### config.mk
export PLATFORM = sky130hd
export DESIGN_NAME = amvt_fmul
export DESIGN_NICKNAME = d
export VERILOG_FILES = /design/src/hw/rtl/assert_macros.svh /design/src/hw/rtl/amvt_pkg.sv /design/src/hw/rtl/amvt_fmul.sv
export SDC_FILE = /design/constraint.sdc
export NUM_CORES = 2
export LEC_CHECK = 0
export BUFFER_PORTS_ARGS = -buffer_cell sky130_fd_sc_hd__buf_2
export CAP_MARGIN = 20
export CELL_PAD_IN_SITES_DETAIL_PLACEMENT = 1
export CELL_PAD_IN_SITES_GLOBAL_PLACEMENT = 2
export CORE_UTILIZATION = 40
export CTS_CLUSTER_SIZE = 30
export DETAILED_ROUTE_END_ITERATION = 8
export HOLD_SLACK_MARGIN = 0.15
export PLACE_DENSITY = 0.87
export SKIP_LAST_GASP = 1
export SYNTH_ARGS = -nofsm -noshare
export SYNTH_HDL_FRONTEND = slang
export SYNTH_SLANG_ARGS = --single-unit
### constraint.sdc
create_clock -name clk -period 8.2 [get_ports clk]
set_clock_uncertainty 0.2 [all_clocks]
set_input_delay 1.23 -clock clk [delete_from_list [all_inputs] [get_ports clk]]
set_output_delay 1.23 -clock clk [all_outputs]
set_load 0.005 [all_outputs]
### src/hw/rtl/assert_macros.svh
// Assertion helpers for the RTL files.
// Every check is clocked on clk and switched off while arst_n is low.
`ifndef ASSERT_MACROS_SVH
`define ASSERT_MACROS_SVH

`define AMVT_CHECK(label, prop, msg) \
	label: assert property (@(posedge clk) disable iff (!arst_n) (prop)) else $error(msg);

`define AMVT_IMPLY(label, ante, cons, msg) \
	`AMVT_CHECK(label, (ante) |-> (cons), msg)

`endif

### src/hw/rtl/amvt_pkg.sv
// ----------------------------------------------------------------------------
// amvt_pkg
// Types, constants and single-precision helper functions of the axis matrix
// vector transform.
// ----------------------------------------------------------------------------
package amvt_pkg;

	localparam logic [31:0] QNAN_BITS = 32'h7FC0_0000;
	localparam logic [30:0] INF_MAG   = 31'h7F80_0000;

	typedef struct packed {
		logic [31:0] axis_00;
		logic [31:0] axis_01;
		logic [31:0] axis_02;
		logic [31:0] axis_10;
		logic [31:0] axis_11;
		logic [31:0] axis_12;
		logic [31:0] axis_20;
		logic [31:0] axis_21;
		logic [31:0] axis_22;
		logic [31:0] vec_x;
		logic [31:0] vec_y;
		logic [31:0] vec_z;
	} amvt_in_t;

	typedef struct packed {
		logic [31:0] out_x;
		logic [31:0] out_y;
		logic [31:0] out_z;
	} amvt_out_t;

	function automatic logic f_is_nan(input logic [31:0] a);
		return a[30:0] > INF_MAG;
	endfunction

	function automatic logic f_is_inf(input logic [31:0] a);
		return a[30:0] == INF_MAG;
	endfunction

	function automatic logic f_is_zero(input logic [31:0] a);
		return a[30:0] == 31'd0;
	endfunction

	// Subnormals use exponent one and no hidden bit.
	function automatic logic [7:0] f_exp(input logic [31:0] a);
		return (a[30:23] == 8'd0) ? 8'd1 : a[30:23];
	endfunction

	function automatic logic [23:0] f_sig(input logic [31:0] a);
		return {(a[30:23] != 8'd0), a[22:0]};
	endfunction

	function automatic logic [5:0] lzc56(input logic [55:0] v);
		logic [5:0] n;
		n = 6'd0;
		for (int i = 0; i < 56; i++) begin
			if (v[i]) n = 6'(55 - i);
		end
		return n;
	endfunction

	// Rounds a significand whose leading one sits in bit 55, with the biased
	// exponent that belongs to that leading one, to nearest even.
	function automatic logic [31:0] round_pack(input logic sign, input logic [55:0] sig,
			input logic signed [10:0] bexp);
		logic signed [10:0] be;
		logic signed [10:0] bm1;
		logic [5:0]  rs;
		logic [55:0] sh;
		logic        lost;
		logic [23:0] mant;
		logic        up;
		logic [32:0] bits;
		be = bexp;
		rs = 6'd0;
		if (bexp < 11'sd1) begin
			if (bexp < -11'sd48) rs = 6'd49;
			else rs = 6'(11'sd1 - bexp);
			be = 11'sd1;
		end
		sh   = sig >> rs;
		lost = ((sh << rs) != sig);
		mant = sh[55:32];
		up   = sh[31] & ((|sh[30:0]) | lost | mant[0]);
		bm1  = be - 11'sd1;
		bits = {2'b00, bm1[7:0], 23'd0} + {9'd0, mant} + {32'd0, up};
		if (be > 11'sd254 || bits >= 33'h0_7F80_0000) return {sign, INF_MAG};
		return {sign, bits[30:0]};
	endfunction

endpackage

### src/hw/rtl/amvt_fmul.sv
// ----------------------------------------------------------------------------
// amvt_fmul
// Three-stage single-precision multiplier: product, normalise, round.
// ----------------------------------------------------------------------------
module amvt_fmul (
	input  logic        clk,
	input  logic        arst_n,
	input  logic        in_valid,
	input  logic [31:0] a,
	input  logic [31:0] b,
	output logic        out_valid,
	output logic [31:0] result
);
	import amvt_pkg::*;

	logic        valid_s1, valid_s2, valid_s3;
	logic [47:0] prod_s1;
	logic signed [10:0] bexp_s1, bexp_s2;
	logic        sign_s1, sign_s2;
	logic        spec_s1, spec_s2;
	logic [31:0] specv_s1, specv_s2;
	logic [55:0] norm_s2;
	logic [31:0] res_s3;

	logic        sign_c, spec_c;
	logic [31:0] specv_c;
	logic [5:0]  lz_c;

	always_comb begin
		sign_c  = a[31] ^ b[31];
		spec_c  = 1'b1;
		specv_c = QNAN_BITS;
		if (f_is_nan(a) || f_is_nan(b)) begin
			specv_c = QNAN_BITS;
		end else if (f_is_inf(a) || f_is_inf(b)) begin
			specv_c = (f_is_zero(a) || f_is_zero(b)) ? QNAN_BITS : {sign_c, INF_MAG};
		end else if (f_is_zero(a) || f_is_zero(b)) begin
			specv_c = {sign_c, 31'd0};
		end else begin
			spec_c = 1'b0;
		end
	end

	assign lz_c = lzc56({prod_s1, 8'd0});

	always_ff @(posedge clk or negedge arst_n) begin
		if (!arst_n) begin
			valid_s1 <= 1'b0;
			valid_s2 <= 1'b0;
			valid_s3 <= 1'b0;
		end else begin
			valid_s1 <= in_valid;
			valid_s2 <= valid_s1;
			valid_s3 <= valid_s2;
		end
	end

	always_ff @(posedge clk) begin
		prod_s1  <= {24'd0, f_sig(a)} * {24'd0, f_sig(b)};
		bexp_s1  <= $signed({3'b000, f_exp(a)}) + $signed({3'b000, f_exp(b)}) - 11'sd126;
		sign_s1  <= sign_c;
		spec_s1  <= spec_c;
		specv_s1 <= specv_c;

		norm_s2  <= {prod_s1, 8'd0} << lz_c;
		bexp_s2  <= bexp_s1 - $signed({5'd0, lz_c});
		sign_s2  <= sign_s1;
		spec_s2  <= spec_s1;
		specv_s2 <= specv_s1;

		res_s3   <= spec_s2 ? specv_s2 : round_pack(sign_s2, norm_s2, bexp_s2);
	end

	assign out_valid = valid_s3;
	assign result    = res_s3;

endmodule

==> results.txt <==
----------------------------------------------------
[Synthesis]
  Net count after synthesis ... 4929
  Yosys warning total ... 0
  Area share of the leading cell type in the synthesized netlist ... 0.285
  Fraction of synthesis flops using an asynchronous set or reset pin ... 0.0185
  Average instance area after synthesis ... 8.14 um^2
  Share of synthesized area occupied by flip-flops and latches ... 0.0958
  Synth area leaders ... sky130_fd_sc_hd__fa_1 (28%), sky130_fd_sc_hd__dfxtp_1 (9.4%), sky130_fd_sc_hd__ha_1 (7.4%)
  Number of synthesized flops with an enable pin ... 0
  Library cells used by synthesis ... 109
  Netlist area before placement ... 34000 um^2
  Primary flip-flop cell chosen by synthesis mapping ... sky130_fd_sc_hd__dfxtp_1
  Total of flip-flops plus latches after synthesis ... 162
  Library cell with the largest summed area after synthesis ... sky130_fd_sc_hd__fa_1
  Syn Inst Count ... 4177

[Route]
  Met1 layer wirelength in the final routing ... 54500 um
  Total wire length after detailed routing ... 138000 um
  Top layer in use ... met5
  Avg Vias per Cell ... 5.94
  Met2 wire len ... 68100 um
  Violation count after the first detailed-routing iteration ... 2377
  Number of vias in the routed layout ... 32800
  Number of remaining DRC errors ... 0
  Wirelength per Cell ... 25.0 um
  DR pass1 iterations ... 6
  Antenna viol nets, final ... 0
  Met3 WL ... 7900 um

[Finish]
  Area growth syn-to-layout ... 12.7%
  Commonest cells after routing, fill and taps aside ... sky130_fd_sc_hd__nand2_1 (576), sky130_fd_sc_hd__inv_1 (552), sky130_fd_sc_hd__fa_1 (483)
  Fraction of final layout cells sized beyond drive strength 1 ... 0.132
  Most frequent standard cell in the layout excluding fill and tap cells ... sky130_fd_sc_hd__nand2_1
  Number of nets in the layout ... 5133
  Core utilization of the finished layout ... 0.456
  Fill cell total of the finished layout ... 10100
  Antenna diodes ... 0

[Setup path]
  Most repeated library cell on the critical path ... sky130_fd_sc_hd__fa_1
  Worst path required time ... 8.35 ns
  Startpoint types ... input port
  Bufs and invs on worst path ... 4
  Peak per-stage delay on the critical path ... 0.55 ns
  Crit Path Max Fanout ... 4
  Dominant delay contributor by cell family on the critical path ... adder cells
  Category of the worst setup path capture point ... flop
  Worst path arrival time ... 8.12 ns
  Type of the worst setup path ... in2reg
  Slowest cell on the critical path ... sky130_fd_sc_hd__fa_1

[Place]
  Weighted congestion at the end of routability-driven global placement ... 1.04
  IO buf count ... 99
  Post-placement setup slack ... -0.668 ns
  Dpl hpwl ... 115000 um

[STA]
  Minimum clock period after layout ... 7.97 ns
  Number of max-slew violations in the final report ... 0
  Fmax ... 0.125 GHz
  Setup ws final ... 0.230 ns
  Endpoints failing setup ... 0
  Actual slew at the worst max-slew pin ... 1.10 ns
  Post-route setup TNS ... 0 ns
  Final Hold Vio Count ... 0
  Worst slew slack as a fraction of its limit ... 0.258
  Crit share post-route ... 0.972

[CTS]
  Clk root buf ... sky130_fd_sc_hd__clkbuf_16
  Clock insertion delay at the later pin of the skew report ... 0.47 ns
  Clock transition at the registers of the reported paths ... 0.07 ns
  Cts bufs inserted ... 17
  Total number of clock tree sinks ... 162
  Clock Tree Buf Depth ... 2
  Clock tree from TritonCTS ... yes
  H-tree depth ... 4

[Job]
  MaxCap Viol Count ... 0

[Global route]
  Maximum number of pins on one net before global-route repair ... 50
  Number of antenna violations at the first check in global routing ... 2
  Aggregate global-route resource usage ... 0.320
  Vias in the first global route ... 35100
  Total global routing overflow ... 0
  Wire length of the first global-routing pass ... 211000 um

[Floorplanning]
  Floorplan die width ... 294 um
  IO Count ... 100
  Cell row count ... 106
  Total core area ... 84000 um^2
  Initial core utilization ... 0.405
  Die area ... 86200 um^2
  Chip height ... 294 um

[Min path]
  Worst min-delay path category ... reg2reg

[Outcome]
  Status ... finished clean

----------------------------------------------------
==> sequential cells by signal, indices dropped and copies added, names as in the netlist <==
signal	flops
bexp_s1	10
bexp_s2	11
norm_s2	48
out_valid	1
prod_s1	48
result	32
sign_s1	1
sign_s2	1
spec_s1	1
spec_s2	1
specv_s1	3
specv_s2	3
valid_s1	1
valid_s2	1
==> worst paths after layout <==
check / startpoint / end / slack, ns / cells after the start
max: a[28] / prod_s1[47] / 0.23 / 27
min: valid_s2 / out_valid / 0.15 / 0
max reg2reg: bexp_s2[1] / result[0] / 0.62 / 27
min reg2reg: valid_s2 / out_valid / 0.15 / 0
max in group asynchronous: arst_n / valid_s1 / 7.36 / 1
min in group asynchronous: arst_n / out_valid / 0.34 / 1
==> stage by stage <==
stage | hold WS (ns) | instances | instance area [um^2]
CTS | 0.157 | 5526 | 38200
floorplan | 0.110 | 4177 | 34000
global route | 0.169 | 5528 | 38300
detailed placement | 0.115 | 5489 | 37600
finish | 0.153 | 5528 | 38300
global placement | 0.111 | 5489 | 37600
==> worst reg2reg max path: stages (launching register included) <==
cell	delay [ns]
sky130_fd_sc_hd__dfxtp_1	0.57
sky130_fd_sc_hd__inv_1	0.12
sky130_fd_sc_hd__ha_1	0.32
sky130_fd_sc_hd__nand3b_1	0.13
sky130_fd_sc_hd__nor4_1	0.06
sky130_fd_sc_hd__ha_1	0.62
sky130_fd_sc_hd__buf_4	0.36
sky130_fd_sc_hd__inv_1	0.28
sky130_fd_sc_hd__nor3b_1	0.26
sky130_fd_sc_hd__buf_4	0.23
sky130_fd_sc_hd__nor3b_2	0.22
sky130_fd_sc_hd__nand2_1	0.36
sky130_fd_sc_hd__a21oi_1	0.25
sky130_fd_sc_hd__a31oi_1	0.11
sky130_fd_sc_hd__nor2_1	0.28
sky130_fd_sc_hd__ha_1	0.24
sky130_fd_sc_hd__inv_1	0.04
sky130_fd_sc_hd__or4_1	0.62
sky130_fd_sc_hd__nor4_2	0.46
sky130_fd_sc_hd__and2_4	0.24
sky130_fd_sc_hd__and2b_1	0.18
sky130_fd_sc_hd__a21oi_2	0.14
sky130_fd_sc_hd__xnor2_2	0.19
sky130_fd_sc_hd__o41ai_4	0.40
sky130_fd_sc_hd__buf_12	0.21
sky130_fd_sc_hd__nor3_1	0.09
sky130_fd_sc_hd__buf_4	0.16
sky130_fd_sc_hd__o31a_1	0.12
==> cell type report <==
| cell class | instances | area (um^2) | area share |
|---|---|---|---|
| Clock buffer | 19 | 433 | 0.0113 |
| Clock inverter | 13 | 154 | 0.00402 |
| Inverter | 555 | 2080 | 0.0544 |
| Multi-Input combinational cell | 3193 | 27700 | 0.723 |
| Sequential cell | 162 | 3260 | 0.0851 |
| Tap cell | 1134 | 1420 | 0.0370 |
| Timing Repair Buffer | 452 | 3250 | 0.0847 |
==> cells in the mapped netlist, types with 43 or more instances <==
cell and instances:
sky130_fd_sc_hd__o22ai_1 65, sky130_fd_sc_hd__a21oi_1 173, sky130_fd_sc_hd__and2_1 229, sky130_fd_sc_hd__nor4_1 44
sky130_fd_sc_hd__nor3_1 53, sky130_fd_sc_hd__nand2_1 577, sky130_fd_sc_hd__clkbuf_1 192, sky130_fd_sc_hd__nor2_1 211
sky130_fd_sc_hd__a22oi_1 51, sky130_fd_sc_hd__fa_1 484, sky130_fd_sc_hd__nand3_1 100, sky130_fd_sc_hd__mux2i_1 194
sky130_fd_sc_hd__o211ai_1 77, sky130_fd_sc_hd__o21ai_0 124, sky130_fd_sc_hd__dfxtp_1 159, sky130_fd_sc_hd__ha_1 201
sky130_fd_sc_hd__buf_2 43, sky130_fd_sc_hd__inv_1 552, sky130_fd_sc_hd__xnor2_1 64
==> logic make-up (layout without fill, tap and decap cells) <==
logic type / after synthesis / count (layout) / share of synthesized area
DFF: 162 / 162 / 0.0958
adders and majority gates: 685 / 685 / 0.359
xor gates and xnor gates: 91 / 91 / 0.0237
muxes: 222 / 222 / 0.0669
and+or+nand+nor: 1353 / 1353 / 0.189
AOI/OAI and AO/OA: 842 / 842 / 0.172
buffers and inverters: 822 / 1039 / 0.0942
==> routing by layer <==
layer  GRT usage  up-vias
met2       0.564     1259
met5           0        -
li1            -    14400
met4       0.162        4
met1       0.381    16700
met3      0.0430      381
==> what timing repair did <==
item | in CTS | in global routing
hold buffers | 5 | 0
endpoints found under the hold margin | 5 | 0
pin swaps | 1 | 6
endpoints found under the setup margin | 2 | 7
setup buffers | 0 | 1
gates resized for setup | 2 | 17
Power is not shown: default switching activity piles up to over one toggle a cycle in this logic, so the estimate is an artifact.
